## src/brd_pkg.sv

```systemverilog
// ----------------------------------------------------------------------------
// brd_pkg
// Types, constants and helper functions shared by the radix digit converter.
// ----------------------------------------------------------------------------
package brd_pkg;

    localparam int RadixW      = 5;
    localparam int ValueW      = 64;
    localparam int MinDigitsW  = 7;
    localparam int CharW       = 7;
    localparam int RemW        = 4;
    localparam int BitsPerCyc  = 8;
    localparam int MaxDigits   = 64;

    localparam logic [RadixW-1:0] RadixReset = 5'd10;
    localparam logic [RadixW-1:0] RadixMin   = 5'd2;
    localparam logic [RadixW-1:0] RadixMax   = 5'd16;

    // register indexes on the configuration port
    localparam logic RegRadix = 1'b0;

    // controller to datapath commands
    typedef struct packed {
        logic load;   // take a new value and padding count
        logic step;   // run one slice of the shared divider
        logic emit;   // move the finished digit to the output register
    } dp_cmd_t;

    // datapath to controller status
    typedef struct packed {
        logic last;   // the digit now finished is the final one of its value
    } dp_status_t;

    // clamp the base register into 2..16
    function automatic logic [RadixW-1:0] eff_radix(input logic [RadixW-1:0] r);
        logic [RadixW-1:0] b;
        b = r;
        if (r < RadixMin) begin
            b = RadixMin;
        end else if (r > RadixMax) begin
            b = RadixMax;
        end
        return b;
    endfunction

    // digit value to lower-case ASCII character
    function automatic logic [CharW-1:0] digit_char(input logic [RemW-1:0] d);
        logic [CharW-1:0] c;
        if (d < 4'd10) begin
            c = 7'h30 + CharW'(d);
        end else begin
            c = 7'h61 + CharW'(d - 4'd10);
        end
        return c;
    endfunction

endpackage

```

## src/brd_ctrl.sv

```systemverilog
// ----------------------------------------------------------------------------
// brd_ctrl
// Sequencer for the radix digit converter: accepts a value, runs the divider
// slices for each digit and hands finished digits to the output register.
// ----------------------------------------------------------------------------
module brd_ctrl #(
    parameter int VALUE_BITS = 64
) (
    input  logic                aclk,
    input  logic                aresetn,
    input  logic                s_tvalid,
    output logic                s_tready,
    output logic                m_tvalid,
    input  logic                m_tready,
    output brd_pkg::dp_cmd_t    cmd,
    input  brd_pkg::dp_status_t status
);

    localparam int NumCyc = (VALUE_BITS + brd_pkg::BitsPerCyc - 1) / brd_pkg::BitsPerCyc;
    localparam int CntW   = (NumCyc > 1) ? $clog2(NumCyc) : 1;
    localparam logic [CntW-1:0] CntLast = CntW'(NumCyc - 1);

    localparam logic [1:0] ST_IDLE = 2'd0;
    localparam logic [1:0] ST_DIV  = 2'd1;
    localparam logic [1:0] ST_DONE = 2'd2;

    logic [1:0]      state_reg, state_next;
    logic [CntW-1:0] slice_reg, slice_next;
    logic            m_valid_reg, m_valid_next;
    logic            out_free;

    assign s_tready = (state_reg == ST_IDLE);
    assign m_tvalid = m_valid_reg;
    assign out_free = !m_valid_reg || m_tready;

    always_comb begin
        state_next   = state_reg;
        slice_next   = slice_reg;
        cmd          = '0;
        m_valid_next = m_valid_reg;
        if (m_tready) begin
            m_valid_next = 1'b0;
        end
        unique case (state_reg)
            ST_IDLE: begin
                if (s_tvalid) begin
                    cmd.load   = 1'b1;
                    slice_next = '0;
                    state_next = ST_DIV;
                end
            end
            ST_DIV: begin
                cmd.step = 1'b1;
                if (slice_reg == CntLast) begin
                    state_next = ST_DONE;
                end else begin
                    slice_next = slice_reg + 1'b1;
                end
            end
            ST_DONE: begin
                // hold the digit until the output register frees up
                if (out_free) begin
                    cmd.emit     = 1'b1;
                    m_valid_next = 1'b1;
                    slice_next   = '0;
                    state_next   = status.last ? ST_IDLE : ST_DIV;
                end
            end
            default: begin
                state_next = ST_IDLE;
            end
        endcase
    end

    always_ff @(posedge aclk) begin
        if (!aresetn) begin
            state_reg   <= ST_IDLE;
            slice_reg   <= '0;
            m_valid_reg <= 1'b0;
        end else begin
            state_reg   <= state_next;
            slice_reg   <= slice_next;
            m_valid_reg <= m_valid_next;
        end
    end

endmodule

```

## src/brd_dpath.sv

```systemverilog
// ----------------------------------------------------------------------------
// brd_dpath
// Datapath of the radix digit converter: shift-and-subtract divider by the
// base, padding and digit counters, and the output digit register.
// ----------------------------------------------------------------------------
module brd_dpath #(
    parameter int VALUE_BITS = 64
) (
    input  logic                                  aclk,
    input  brd_pkg::dp_cmd_t                      cmd,
    output brd_pkg::dp_status_t                   status,
    input  logic [brd_pkg::RadixW-1:0]            radix,
    input  logic [brd_pkg::ValueW-1:0]            value_in,
    input  logic [brd_pkg::MinDigitsW-1:0]        min_digits_in,
    output logic [brd_pkg::CharW-1:0]             digit_char_out,
    output logic                                  last_out
);

    localparam int NumCyc = (VALUE_BITS + brd_pkg::BitsPerCyc - 1) / brd_pkg::BitsPerCyc;
    localparam int DivW   = NumCyc * brd_pkg::BitsPerCyc;
    localparam logic [brd_pkg::MinDigitsW-1:0] PadMax =
        brd_pkg::MinDigitsW'(brd_pkg::MaxDigits);

    logic [DivW-1:0]                 work_reg, work_next;
    logic [brd_pkg::RemW-1:0]        rem_reg, rem_next;
    logic [brd_pkg::MinDigitsW-1:0]  pad_reg, pad_next;
    logic [brd_pkg::MinDigitsW-1:0]  cnt_reg, cnt_next;
    logic [brd_pkg::CharW-1:0]       digit_reg, digit_next;
    logic                            last_reg, last_next;
    logic [brd_pkg::RadixW-1:0]      base;
    logic [brd_pkg::MinDigitsW-1:0]  pad_dec;
    logic [brd_pkg::MinDigitsW-1:0]  cnt_inc;
    logic [DivW-1:0]                 slice_work;
    logic [brd_pkg::RemW-1:0]        slice_rem;
    logic                            more;

    assign base    = brd_pkg::eff_radix(radix);
    assign pad_dec = (pad_reg != '0) ? pad_reg - 1'b1 : pad_reg;
    assign cnt_inc = cnt_reg + 1'b1;
    assign more    = ((work_reg != '0) || (pad_dec != '0)) && (cnt_inc < PadMax);
    assign status.last = !more;

    // one slice of restoring division: eight quotient bits per cycle
    always_comb begin
        logic [brd_pkg::RadixW-1:0] trial;
        logic                       ge;
        slice_work = work_reg;
        slice_rem  = rem_reg;
        for (int i = 0; i < brd_pkg::BitsPerCyc; i++) begin
            trial      = {slice_rem, slice_work[DivW-1]};
            ge         = (trial >= base);
            slice_rem  = ge ? brd_pkg::RemW'(trial - base) : trial[brd_pkg::RemW-1:0];
            slice_work = {slice_work[DivW-2:0], ge};
        end
    end

    always_comb begin
        work_next  = work_reg;
        rem_next   = rem_reg;
        pad_next   = pad_reg;
        cnt_next   = cnt_reg;
        digit_next = digit_reg;
        last_next  = last_reg;
        if (cmd.load) begin
            work_next = DivW'(value_in[VALUE_BITS-1:0]);
            rem_next  = '0;
            pad_next  = (min_digits_in > PadMax) ? PadMax : min_digits_in;
            cnt_next  = '0;
        end else if (cmd.step) begin
            work_next = slice_work;
            rem_next  = slice_rem;
        end else if (cmd.emit) begin
            // quotient stays in place as the next dividend
            digit_next = brd_pkg::digit_char(rem_reg);
            last_next  = !more;
            rem_next   = '0;
            pad_next   = pad_dec;
            cnt_next   = cnt_inc;
        end
    end

    always_ff @(posedge aclk) begin
        work_reg  <= work_next;
        rem_reg   <= rem_next;
        pad_reg   <= pad_next;
        cnt_reg   <= cnt_next;
        digit_reg <= digit_next;
        last_reg  <= last_next;
    end

    assign digit_char_out = digit_reg;
    assign last_out       = last_reg;

endmodule

```

## src/binary_to_radix_digits.sv

```systemverilog
// ----------------------------------------------------------------------------
// binary_to_radix_digits
// Converts an unsigned value into lower-case ASCII digits in base 2..16.
// ----------------------------------------------------------------------------
// A value enters on the s_ stream together with a minimum digit count; its
// digits leave on the m_ stream one word each, least significant first, with
// tlast on the final digit. At least one digit is sent, and zeros pad the
// output up to the minimum count (capped at 64). The base comes from the radix
// register (reset 10; settings below 2 act as 2, above 16 as 16). For each
// digit the shared shift-and-subtract divider retires eight quotient bits per
// cycle, and the digit then moves to the output register once that register
// is free. The next value is taken as soon as the final digit sits in the
// output register.
// ----------------------------------------------------------------------------
module binary_to_radix_digits #(
    parameter int VALUE_BITS = 64
) (
    input  logic        aclk,
    input  logic        aresetn,
    // configuration port
    input  logic        psel,
    input  logic        penable,
    input  logic        pwrite,
    input  logic [2:0]  paddr,
    input  logic [31:0] pwdata,
    output logic [31:0] prdata,
    output logic        pready,
    // value stream
    input  logic        s_tvalid,
    output logic        s_tready,
    input  logic [71:0] s_tdata,   // [63:0] value, [70:64] min_digits, [71] zero
    // digit stream
    output logic        m_tvalid,
    input  logic        m_tready,
    output logic [7:0]  m_tdata,   // [6:0] digit_char, [7] zero
    output logic        m_tlast
);

    brd_pkg::dp_cmd_t              cmd;
    brd_pkg::dp_status_t           status;
    logic [brd_pkg::RadixW-1:0]    radix_reg, radix_next;
    logic [brd_pkg::CharW-1:0]     digit_char;
    logic                          cfg_write;

    assign pready    = 1'b1;
    assign cfg_write = psel && penable && pwrite && pready;

    always_comb begin
        radix_next = radix_reg;
        if (cfg_write && (paddr[2] == brd_pkg::RegRadix)) begin
            radix_next = pwdata[brd_pkg::RadixW-1:0];
        end
    end

    always_ff @(posedge aclk) begin
        if (!aresetn) begin
            radix_reg <= brd_pkg::RadixReset;
        end else begin
            radix_reg <= radix_next;
        end
    end

    assign prdata = (paddr[2] == brd_pkg::RegRadix) ? 32'(radix_reg) : 32'd0;

    brd_ctrl #(
        .VALUE_BITS (VALUE_BITS)
    ) u_ctrl (
        .aclk     (aclk),
        .aresetn  (aresetn),
        .s_tvalid (s_tvalid),
        .s_tready (s_tready),
        .m_tvalid (m_tvalid),
        .m_tready (m_tready),
        .cmd      (cmd),
        .status   (status)
    );

    brd_dpath #(
        .VALUE_BITS (VALUE_BITS)
    ) u_dpath (
        .aclk           (aclk),
        .cmd            (cmd),
        .status         (status),
        .radix          (radix_reg),
        .value_in       (s_tdata[63:0]),
        .min_digits_in  (s_tdata[70:64]),
        .digit_char_out (digit_char),
        .last_out       (m_tlast)
    );

    assign m_tdata = {1'b0, digit_char};

endmodule
```

## config.mk

```make
export PLATFORM = sky130hd
export DESIGN_NAME = binary_to_radix_digits
export DESIGN_NICKNAME = d
export VERILOG_FILES = /design/src/brd_pkg.sv /design/src/brd_ctrl.sv /design/src/brd_dpath.sv /design/src/binary_to_radix_digits.sv
export SDC_FILE = /design/constraint.sdc
export NUM_CORES = 1
export LEC_CHECK = 0
export BUFFER_PORTS_ARGS = -buffer_cell sky130_fd_sc_hd__buf_2
export CORE_AREA = 2 2 114 116
export DETAILED_ROUTE_END_ITERATION = 8
export DIE_AREA = 0 0 116 118
export PLACE_DENSITY = 0.88
export SLEW_MARGIN = 20
export SYNTH_ARGS = -nofsm -noshare
export SYNTH_HDL_FRONTEND = slang
export SYNTH_SLANG_ARGS = --single-unit
```

## constraint.sdc

```tcl
create_clock -name aclk -period 14.1 [get_ports aclk]
set_clock_uncertainty 0.05 [all_clocks]
set_input_delay 2.82 -clock aclk [delete_from_list [all_inputs] [get_ports aclk]]
set_output_delay 2.82 -clock aclk [all_outputs]
set_load 0.03 [all_outputs]
```

Yosys cells after proc, flatten, opt, wreduce, memory -nomap -nowiden
Cells that the tools add are included.
{"block": "totals", "input_bits": 114, "ff_bits": 101, "out_inout_bits": 44, "word_cells": 107}
{"block": "classes", "n_reduce_logical": 21, "n_eq_ne": 8, "n_lt_le_gt_ge": 13, "mux": 38, "add_sub_neg": 14, "bitwise_logic": 3}
{"op": "$mux 64", "count": 2}
{"op": "$reduce_bool 64->1", "count": 1}
{"op": "$mux 7", "count": 6}
{"op": "$ge 5x5->1", "count": 8}
{"op": "$mux 4", "count": 10}
{"op": "$sub 4x4->4", "count": 8}
{"op": "$mux 5", "count": 3}
{"op": "$reduce_bool 7->1", "count": 2}
{"op": "$mux 1", "count": 9}
{"op": "$mux 3", "count": 3}
{"op": "$pmux 3 s3", "count": 1}
{"op": "$add 6x4->7 const A", "count": 1}
{"op": "$add 7x1->7 const B", "count": 1}
{"op": "$add 7x7->7 const A", "count": 1}
{"op": "$gt 7x7->1 const B", "count": 1}
{"op": "$lt 7x7->1 const B", "count": 1}
{"op": "$sub 7x1->7 const B", "count": 1}
{"op": "$mux 2", "count": 3}
{"op": "$ne 2x1->1 const B", "count": 3}
{"op": "$pmux 2 s3", "count": 1}
{"op": "$reduce_and 3->1", "count": 2}
{"op": "$reduce_bool 2->1", "count": 3}
{"op": "$gt 5x5->1 const B", "count": 1}
{"op": "$lt 5x2->1 const B", "count": 1}
{"op": "15 further kinds", "count": 24}

Logic depth before layout (Yosys ltp)
Gate-level depths: netlist of run 1.
{"block": "logic_depth", "depth_word": 20, "ltp_mapped": 52, "mapped_depth_nobuf": 52}

By module
A second synthesis of run 1 with hierarchy kept.
{"block": "hier_totals", "cells_unflattened": 627, "area_unflattened_um2": 6844.1}
{"module": "brd_dpath", "seq_area_each_um2": 2592.5, "instances": 1, "area_each_um2": 6030.8, "cells_per_inst": 533}
{"module": "binary_to_radix_digits", "seq_area_each_um2": 100.1, "instances": 1, "area_each_um2": 491.7, "cells_per_inst": 59}
{"module": "brd_ctrl", "seq_area_each_um2": 120.1, "instances": 1, "area_each_um2": 321.6, "cells_per_inst": 35}

Worst setup path after synthesis of run 1
Ideal clock, no wire load.
{"block": "synth_timing", "path_type": "reg2reg", "start": "register radix_reg[2] (netlist name)", "end": "register u_dpath.rem_reg[2] (netlist name)", "slack_ns": 3.195, "t_required_ns": 13.976, "arrival_ns": 10.780, "path_stages_with_launch": 48, "synth_period_minus_slack_ns": 10.905, "n_path_buf": 1, "setup_ns": 0.074, "cell_sequence": "dfxtp_1 nor2_1 o21ai_0 ha_1 a21o_1 a31oi_2 o21ai_2 mux2_4 ha_1 a21o_1 a31oi_1 o21ai_1 a211oi_1 nor2_1 ha_1 a21oi_1 o21ai_1 and4b_1 [12 not listed] nor2_1 ha_1 a21oi_1 o21ai_1 a31o_2 o21a_1 ha_1 a21o_1 a31oi_1 o21ai_2 nor4_1 a21oi_1 ha_1 a21o_1 a31oi_1 o21ai_1 a2111o_1 a31oi_1"}
{"block": "synth_between", "elab_chain_len": 20, "elab_cells_between_ends": 29, "cone_classes": "8 x add/sub; 10 x order compare; 11 x mux"}
{"item": "start, declared", "line": "binary_to_radix_digits.sv:41", "rtl": "logic [brd_pkg::RadixW-1:0] radix_reg, radix_next;"}
{"item": "start signal, assigned", "line": "binary_to_radix_digits.sv:57", "rtl": "radix_reg <= brd_pkg::RadixReset;"}
{"item": "start signal, assigned", "line": "binary_to_radix_digits.sv:59", "rtl": "radix_reg <= radix_next;"}
{"item": "$gt 5x5->1", "line": "brd_pkg.sv:40", "rtl": "end else if (r > RadixMax) begin"}
{"item": "$mux 5", "line": "brd_pkg.sv:40"}
{"item": "$mux 5 *", "line": "brd_pkg.sv:38", "rtl": "if (r < RadixMin) begin"}
{"item": "$sub 4x4->4 or $ge 5x5->1 (tied branches)", "line": "brd_dpath.sv:52, brd_dpath.sv:51"}
{"item": "$mux 4", "line": "brd_dpath.sv:52", "rtl": "slice_rem = ge ? brd_pkg::RemW'(trial - base) : trial[brd_pkg::RemW-1:0];"}
{"item": "$sub 4x4->4 or $ge 5x5->1 (tied branches)", "line": "brd_dpath.sv:52, brd_dpath.sv:51"}
{"item": "$mux 4", "line": "brd_dpath.sv:52"}
{"item": "$sub 4x4->4 or $ge 5x5->1 (tied branches)", "line": "brd_dpath.sv:52, brd_dpath.sv:51"}
{"item": "[4 not listed]"}
{"item": "$mux 4", "line": "brd_dpath.sv:52"}
{"item": "$sub 4x4->4 or $ge 5x5->1 (tied branches)", "line": "brd_dpath.sv:52, brd_dpath.sv:51"}
{"item": "$mux 4", "line": "brd_dpath.sv:52"}
{"item": "$ge 5x5->1 or $sub 4x4->4 (tied branches)", "line": "brd_dpath.sv:51, brd_dpath.sv:52"}
{"item": "$mux 4", "line": "brd_dpath.sv:52"}
{"item": "$sub 4x4->4 or $ge 5x5->1 (tied branches)", "line": "brd_dpath.sv:52, brd_dpath.sv:51"}
{"item": "$mux 4 *", "line": "brd_dpath.sv:52"}
{"item": "$mux 4 *", "line": "brd_dpath.sv:69", "rtl": "end else if (cmd.step) begin"}
{"item": "end signal, assigned", "line": "brd_dpath.sv:84", "rtl": "rem_reg <= rem_next;"}
{"item": "end, declared", "line": "brd_dpath.sv:25", "rtl": "logic [brd_pkg::RemW-1:0] rem_reg, rem_next;"}
Mark *: on every way between the ends. The rest lies on a longest branch, timed or not.
A chain may end at the register's enable or synchronous reset.

Final worst setup path of run 1
{"block": "layout_timing", "start": "register radix_reg[4] (netlist name)", "end": "register u_dpath.rem_reg[2] (netlist name)"}
Same word-level chain as after synthesis.

==> results.yml, run 1 <==
route:
  drc: 0
  wl_per_cell_um: 15.4
  ant_nets: 0
  wl_um: 15700
  drt_iter0_drc: 380
  vias: 5622
  viasPerCell: 5.53
  first_pass_iters: 5
final_layout:
  final_nets: 1011
  antennaDiodeCount: 0
  layout-drive-gt1-share_pct: 16.3
  largest_reg_flops: 64
  area_delta_synth_final_pct: 12.3
cts:
  insertion_delay_ns: 0.35
  clk_path_buf_depth: 2
  root_buffer: "clkbuf_16"
  h-tree-depth: 3
  clk_pin_slew_ns: 0.07
  cts_setup_buffers: 0
  cts-buffers-inserted: 9
  cts_resized: 0
  holdBufCountCts: 0
  cts.sinks: 101
  cts_tree: "done"
synth:
  synth_area_leaders: "edfxtp_1, nand2_1, ha_1"
  yosysWarnings: 0
  yosysTopAreaCellShare_pct: 35.1
  yosys.cell_types.count: 58
  async_flop_share_pct: 0
  ys_seq_elements: 101
  synth.largest_area_cell: "edfxtp_1"
  yosysSeqAreaShare_pct: 41.6
  synthFlopType: "edfxtp_1"
  syn_area_per_cell_um2: 9.02
  syn-cell-area_um2: 6750
  synth_edf_count: 79
  syn_inst: 749
outcome:
  status: "finished, final reports clean"
worst_setup_path:
  r2r_cells: 45
  path_max_fanout: 13
  cp_common_cell: "ha_1"
  rrSetupSlack_ns: 1.52
  setup.worst_path.start_class: "flop"
  cp_slowest_stage_delay_ns: 0.65
  path_class: "reg -> reg"
  crit_slowest_cell: "nor3_1"
  cp.arrival_ns: 12.80
  startpoint: "radix_reg[4]"
  critPathCaptureType: "flop"
  worst_r2r_endpoint: "u_dpath.rem_reg[2]"
  worstPathRequired_ns: 14.32
  reg2reg_from: "radix_reg[4]"
die:
  io_pins: 158
  die_area_um2: 13700
  core_area_um2: 12400
  fp-row-count: 41
  start_util_pct: 54.4
  die_w_um: 116
  die_h_um: 118
global_route:
  grt_first_pass_wirelength_um: 25400
  grt_max_degree: 85
  grt_pass1_vias: 5448
  track_usage_pct: 23.6
  antenna_found_initial: 0
  grt-ovfl-total: 0
timing:
  tns_ns: 0
  rsz0062_at_grt: "false"
  worst_pin_slew_ns: 0.850
  max_freq_mhz: 79.5
  min_period_ns: 12.58
  finalCritPeriodShare_pct: 89.2
  final-setup-viol-count: 0
  finalMaxSlewViolations: 0
  finalHoldViolCount: 0
  relSlewSlack_pct: 43.3
worst_hold_path:
  min_path_type: "reg -> reg"
  min_path_cells: 2
  hold_start: "u_dpath.cnt_reg[6]"
  min_to: "u_dpath.cnt_reg[6]"
placed_design:
  gp_congestion: 0.911
  portBuffers: 98
  dp_hpwl_um: 11300
flow_run:
  maxCapViolCount: 0
layout by cell type (no fill, tap or decap), types with 15 or more instances in the layout:
| cell type | count |
|---|---|
| a21o_1 | 15 |
| inv_1 | 36 |
| o21ai_0 | 16 |
| a21oi_1 | 28 |
| nand2_1 | 204 |
| ha_1 | 49 |
| nor4_1 | 17 |
| nor2_1 | 46 |
| nor2b_1 | 17 |
| edfxtp_1 | 79 |
| dfxtp_1 | 22 |
| conb_1 | 29 |
| xnor2_1 | 19 |
| buf_2 | 98 |
synth_stat cells, types with 8 or more instances:
cell      number
nor2b_1       17
a21oi_1       28
mux2i_1       13
ha_1          49
a21o_1        15
o21ai_0       16
nor4_1        17
fa_1           8
dfxtp_1       22
buf_4         29
nor2_1        46
xnor2_1       19
inv_1         36
xor2_1         9
nand3_1       13
nand2_1      206
clkbuf_1      16
nand2b_1      13
edfxtp_1      79
cells by family after synthesis:
family / Yosys count / share of synthesized area [%]
compound gates: 104 / 10.1
xor+xnor: 28 / 3.63
fa+ha+maj: 57 / 11.4
buf+inv: 86 / 6.39
flops: 101 / 41.6
mux: 21 / 3.32
other cells: 2 / 0.111
simple gates: 350 / 23.3
layer usage:
layer / routed length [um] / track usage [%]
met2: 7640 / 38.2
met5: 0 / 0
met4: 610 / 10.8
met1: 6290 / 30.1
met3: 1110 / 4.69
area by class of cell:
cell class | count | area [um2]
timing repair buffer | 102 | 520
clock buffer | 10 | 229
tap | 172 | 215
inverter | 37 | 139
fill | 1046 | 4830
clock inverter | 6 | 52.6
multi-input combinational | 589 | 3620
sequential | 101 | 2810
stage by stage:
| step | worst slack, ns | hold WS (ns) | area [um2] | cells | util (%) |
|---|---|---|---|---|---|
| after floorplan | 3.20 | 0.395 | 6860 | 776 | - |
| after global placement | 2.11 | 0.403 | 7300 | 1001 | 58.8 |
| after detailed placement | 1.84 | 0.412 | 7300 | 1001 | 58.8 |
| after CTS | 1.76 | 0.440 | 7590 | 1017 | 61.1 |
| after global routing | 0.741 | 0.463 | 7590 | 1017 | 61.1 |
| final | 1.52 | 0.438 | 7590 | 1017 | 61.1 |
worst max-delay path: cells and delay by family, from the launching register on:
family                   cells  cell delay, ns
AND/OR/NAND/NOR              7            2.13
buffers and inverters        3            0.62
multiplexers                 4            1.69
flip-flops                   1            0.31
adder cells (fa/ha/maj)      8            2.60
AO/OA/AOI/OAI               23            5.06
worst max path at each step:
stage          cells past startpoint                  to
6_report                          45  u_dpath.rem_reg[2]
5_1_grt                           46  u_dpath.rem_reg[2]
4_1_cts                           45  u_dpath.rem_reg[2]
3_5_place_dp                      45  u_dpath.rem_reg[2]
3_3_place_gp                      46  u_dpath.rem_reg[2]
2_1_floorplan                     47  u_dpath.rem_reg[2]
Power of run 1 is not shown: default switching activity piles up to over one toggle a cycle in this logic, so the estimate is an artifact.
==> run 2: changes to the inputs <==
--- a/config.mk
+++ b/config.mk
@@ -7,8 +7,8 @@
 export LEC_CHECK = 0
 export BUFFER_PORTS_ARGS = -buffer_cell sky130_fd_sc_hd__buf_2
-export CORE_AREA = 2 2 114 116
+export CORE_AREA = 2 2 120 122
 export DETAILED_ROUTE_END_ITERATION = 8
-export DIE_AREA = 0 0 116 118
-export PLACE_DENSITY = 0.88
+export DIE_AREA = 0 0 122 124
+export PLACE_DENSITY = 0.81
 export SLEW_MARGIN = 20
 export SYNTH_ARGS = -nofsm -noshare
--- a/constraint.sdc
+++ b/constraint.sdc
@@ -3,3 +3,3 @@
 set_input_delay 2.82 -clock aclk [delete_from_list [all_inputs] [get_ports aclk]]
 set_output_delay 2.82 -clock aclk [all_outputs]
-set_load 0.03 [all_outputs]
+set_load 0.05 [all_outputs]
==> results.yml, run 2 (same netlist as run 1, synthesis figures left out) <==
outcome:
  status: "finished, final reports clean"
die:
  die_w_um: 122
  io_pins: 158
  die_h_um: 124
  start_util_pct: 49.2
  die_area_um2: 15100
  fp-row-count: 43
  core_area_um2: 13700
worst_setup_path:
  r2r_cells: 46
  cp-endpoint: "u_dpath.rem_reg[2]"
  startpoint: "radix_reg[4]"
  critPathBufInv: 3
  cp_common_cell: "ha_1"
  cp.depth: 46
  rrSetupSlack_ns: 1.73
  cp_slowest_stage_delay_ns: 0.70
  cp.arrival_ns: 12.60
  path_max_fanout: 13
  reg2reg_from: "radix_reg[4]"
  crit_slowest_cell: "nor3_1"
  worst_r2r_endpoint: "u_dpath.rem_reg[2]"
  setup.worst_path.start_class: "flop"
  path_class: "reg -> reg"
  critPathTopFamily: "compound AO/OA/AOI/OAI gates"
  critPathCaptureType: "flop"
  worstPathRequired_ns: 14.33
global_route:
  grt_first_pass_wirelength_um: 24500
  grt_pass1_vias: 5196
  grt-ovfl-total: 0
  track_usage_pct: 20.9
  grt_max_degree: 85
  antenna_found_initial: 0
route:
  vias: 5476
  drc: 0
  wl_um: 15300
  drt_iter0_drc: 382
  viasPerCell: 5.34
  ant_nets: 0
  first_pass_iters: 6
  wl_per_cell_um: 14.9
timing:
  max_freq_mhz: 80.8
  relSlewSlack_pct: 42.5
  rsz0062_at_grt: "false"
  tns_ns: 0
  final-setup-viol-count: 0
  layout_setup_ws_ns: 1.73
  finalHoldViolCount: 0
  min_period_ns: 12.37
  whs_ns: 0.440
  finalMaxSlewViolations: 0
  finalCritPeriodShare_pct: 87.7
  worst_pin_slew_ns: 0.856
cts:
  cts_tree: "done"
  h-tree-depth: 3
  clk_pin_slew_ns: 0.07
  cts.sinks: 101
  clk_path_buf_depth: 2
  root_buffer: "clkbuf_16"
  insertion_delay_ns: 0.36
  holdBufCountCts: 0
  cts_setup_buffers: 0
  cts_resized: 0
  cts-buffers-inserted: 9
final_layout:
  largest_reg_flops: 64
  area_delta_synth_final_pct: 12.5
  final_common_cell: "nand2_1"
  layout-drive-gt1-share_pct: 16.3
  layout_common_cells: "nand2_1, buf_2, edfxtp_1, ha_1, nor2_1"
  final_nets: 1011
  antennaDiodeCount: 0
  design_area_um2: 7600
worst_hold_path:
  min_path_type: "reg -> reg"
placed_design:
  placed_area_um2: 7310
  gp_congestion: 0.824
  place_ws_ns: 1.85
  dp_hpwl_um: 11300
  portBuffers: 98
flow_run:
  maxCapViolCount: 0
run 2: worst min path at each step:
| stage | startpoint | end | slack [ns] | cells after the start |
|---|---|---|---|---|
| CTS | u_ctrl.slice_reg[1] | u_ctrl.slice_reg[1] | 0.44 | 2 |
| global route | u_ctrl.slice_reg[1] | u_ctrl.slice_reg[1] | 0.47 | 2 |
| finish | u_ctrl.slice_reg[2] | u_ctrl.slice_reg[2] | 0.44 | 2 |
| global placement | u_dpath.cnt_reg[6] | u_dpath.cnt_reg[6] | 0.41 | 2 |
| floorplan | u_dpath.cnt_reg[6] | u_dpath.cnt_reg[6] | 0.39 | 2 |
| detailed placement | u_dpath.cnt_reg[6] | u_dpath.cnt_reg[6] | 0.43 | 2 |
run 2: final cells by class:
type                            instances  area (um2)
Fill cell                            1229        6120
Tap cell                              180         225
Clock buffer                           10         229
Inverter                               37         139
Sequential cell                       101        2810
Timing Repair Buffer                  102         520
Multi-Input combinational cell        589        3620
Clock inverter                          6        55.1
run 2: routing by layer:
layer	up-vias	track usage (%)	routed length, um
met4	0	6.68	336
met5	-	0	0
met3	21	3.43	886
li1	2730	-	-
met2	170	35.6	7380
met1	2555	27.4	6690
run 2: metrics by stage:
stage,utilization (%),instances
global route,55.4,1025
CTS,55.4,1025
floorplan,-,776
global placement,53.3,1009
finish,55.4,1025
detailed placement,53.3,1009
run 2: worst register-to-register path, delay by kind of cell, from the launching register on:
family | cells | cell delay [ns]
multiplexers | 3 | 1.16
buffers and inverters | 3 | 0.60
adder cells (fa/ha/maj) | 8 | 2.85
AND/OR/NAND/NOR | 9 | 2.70
AO/OA/AOI/OAI | 23 | 4.60
flip-flops | 1 | 0.31
Power of run 2 is left out for the same reason.
==> run 3: changes to the inputs <==
Settings changed: SYNTH_HIERARCHICAL set to 1.
==> results.yml, run 3 <==
final_layout:
  largest_reg_flops: 64
  layout-drive-gt1-share_pct: 28.8
  stdcell_count: 906
  final_common_cell: "buf_2"
  final_nets: 892
  area_delta_synth_final_pct: 12.2
  layout_common_cells: "buf_2, edfxtp_1, mux2_2, nand2_1, ha_1"
  antennaDiodeCount: 0
worst_setup_path:
  critPathCaptureType: "flop"
  startpoint: "radix_reg[4]"
  setup.worst_path.start_class: "flop"
  crit_slowest_cell: "o311a_1"
  reg2reg_from: "radix_reg[4]"
  cp.arrival_ns: 11.99
  critPathTopFamily: "compound AO/OA/AOI/OAI gates"
  cp_slowest_stage_delay_ns: 0.58
  path_class: "reg -> reg"
  cp_common_cell: "ha_1"
  worstPathRequired_ns: 14.24
  critPathBufInv: 3
  path_max_fanout: 12
route:
  viasPerCell: 5.45
  wl_um: 13900
  top_layer_used: "met5"
  wl_per_cell_um: 15.3
  drc: 0
  vias: 4935
  drt-met1-wl_um: 6130
  wl_met2_um: 6520
  drt_iter0_drc: 380
  first_pass_iters: 4
  wl_met3_um: 1010
  ant_nets: 0
synth:
  syn_area_per_cell_um2: 10.9
  ys_seq_elements: 101
  synthFlopType: "edfxtp_1"
  syn-cell-area_um2: 6840
  synth_xor_area_share_pct: 3.84
  synth_top_family_by_area: "multiplexers"
  yosysMostFrequentCell: "edfxtp_1"
  yosysSeqAreaShare_pct: 41.1
  yosysWarnings: 6
  synth.largest_area_cell: "edfxtp_1"
  yosys.cell_types.count: 71
  synthSimpleGateAreaFrac_pct: 12.6
  syn_inst: 627
  yosysTopAreaCellShare_pct: 34.7
  synth_commonest_cells: "edfxtp_1, mux2_2, nand2_1"
  async_flop_share_pct: 0
  synth_area_leaders: "edfxtp_1, mux2_2, ha_1"
  synth_compound_area_share_pct: 11.3
  synthMuxAreaShare_pct: 13.6
  synth_edf_count: 79
  synthAdderAreaFrac_pct: 11.3
cts:
  cts-buffers-inserted: 9
  clk_path_buf_depth: 2
  root_buffer: "clkbuf_16"
  holdBufCountCts: 0
  cts_tree: "done"
  cts_resized: 0
  clk_pin_slew_ns: 0.07
  h-tree-depth: 3
  cts_setup_buffers: 0
  cts.sinks: 101
  insertion_delay_ns: 0.35
worst_hold_path:
  hold_start: "radix_reg[4]"
  min_path_type: "reg -> reg"
placed_design:
  dp_cells: 890
  portBuffers: 98
  dp_hpwl_um: 10300
  gp_congestion: 0.858
die:
  die_area_um2: 15100
  fp-row-count: 43
  io_pins: 158
  die_h_um: 124
  start_util_pct: 49.9
  core_area_um2: 13700
  die_w_um: 122
global_route:
  grt_max_degree: 83
  grt_pass1_vias: 4593
  grt-ovfl-total: 0
  antenna_found_initial: 1
  grt_first_pass_wirelength_um: 22300
  track_usage_pct: 18.9
timing:
  rsz0062_at_grt: "false"
  whs_ns: 0.426
  min_period_ns: 11.86
  finalCritPeriodShare_pct: 84.1
  relSlewSlack_pct: 37.2
  finalMaxSlewViolations: 0
  tns_ns: 0
  worst_pin_slew_ns: 0.942
  finalHoldViolCount: 0
  max_freq_mhz: 84.4
  final-setup-viol-count: 0
flow_run:
  maxCapViolCount: 0
outcome:
  status: "finished, final reports clean"
-- run 3: changes by cell type after synthesis, sizes merged, moves of 6 or more --
cell | previous run | this run
xor2 | 9 | 15
nand2 | 206 | 53
mux2 | 8 | 70
nor2 | 46 | 25
nor2b | 17 | 9
a21oi | 28 | 35
and2b | 0 | 6
nand3 | 13 | 7
-- run 3: worst paths after layout --
path	cells past startpoint	slack, ns	end
min reg2reg	2	0.43	radix_reg[4]
max	50	2.25	u_dpath/rem_reg[1]
max reg2reg	50	2.25	u_dpath/rem_reg[1]
min	2	0.43	radix_reg[4]
-- run 3: layer usage --
layer | up-vias | track usage [%]
met3 | 22 | 5.27
met5 | - | 0
met2 | 173 | 30.8
li1 | 2445 | -
met4 | 2 | 5.89
met1 | 2293 | 24.6
-- run 3: kinds of logic after synthesis --
family | after synthesis
AND/OR/NAND/NOR | 163
AO/OA/AOI/OAI | 112
flip-flops | 101
multiplexers | 83
buffers and inverters | 79
adder cells (fa/ha/maj) | 57
XOR/XNOR | 30
other | 2
-- run 3: cell type report --
type	count	area (um2)
Clock buffer	10	229
Clock inverter	6	52.6
Fill cell	1165	6040
Inverter	33	124
Multi-Input combinational cell	474	3710
Sequential cell	101	2810
Tap cell	180	225
Timing Repair Buffer	102	520
-- run 3: per-stage QoR --
stage	area [um2]	setup WS (ns)	utilization, %
after floorplan	6950	3.58	-
after global placement	7390	2.56	53.9
after detailed placement	7390	2.40	53.9
after CTS	7680	2.32	56.0
after global routing	7680	1.41	56.0
final	7680	2.25	56.0
-- run 3: tightest hold or removal path, delay by kind of cell, from the launching register on --
kind	cells	cell delay (ns)
DFF	1	0.33
muxes	1	0.05
and+or+nand+nor	1	0.06
Power of run 3 is left out for the same reason.
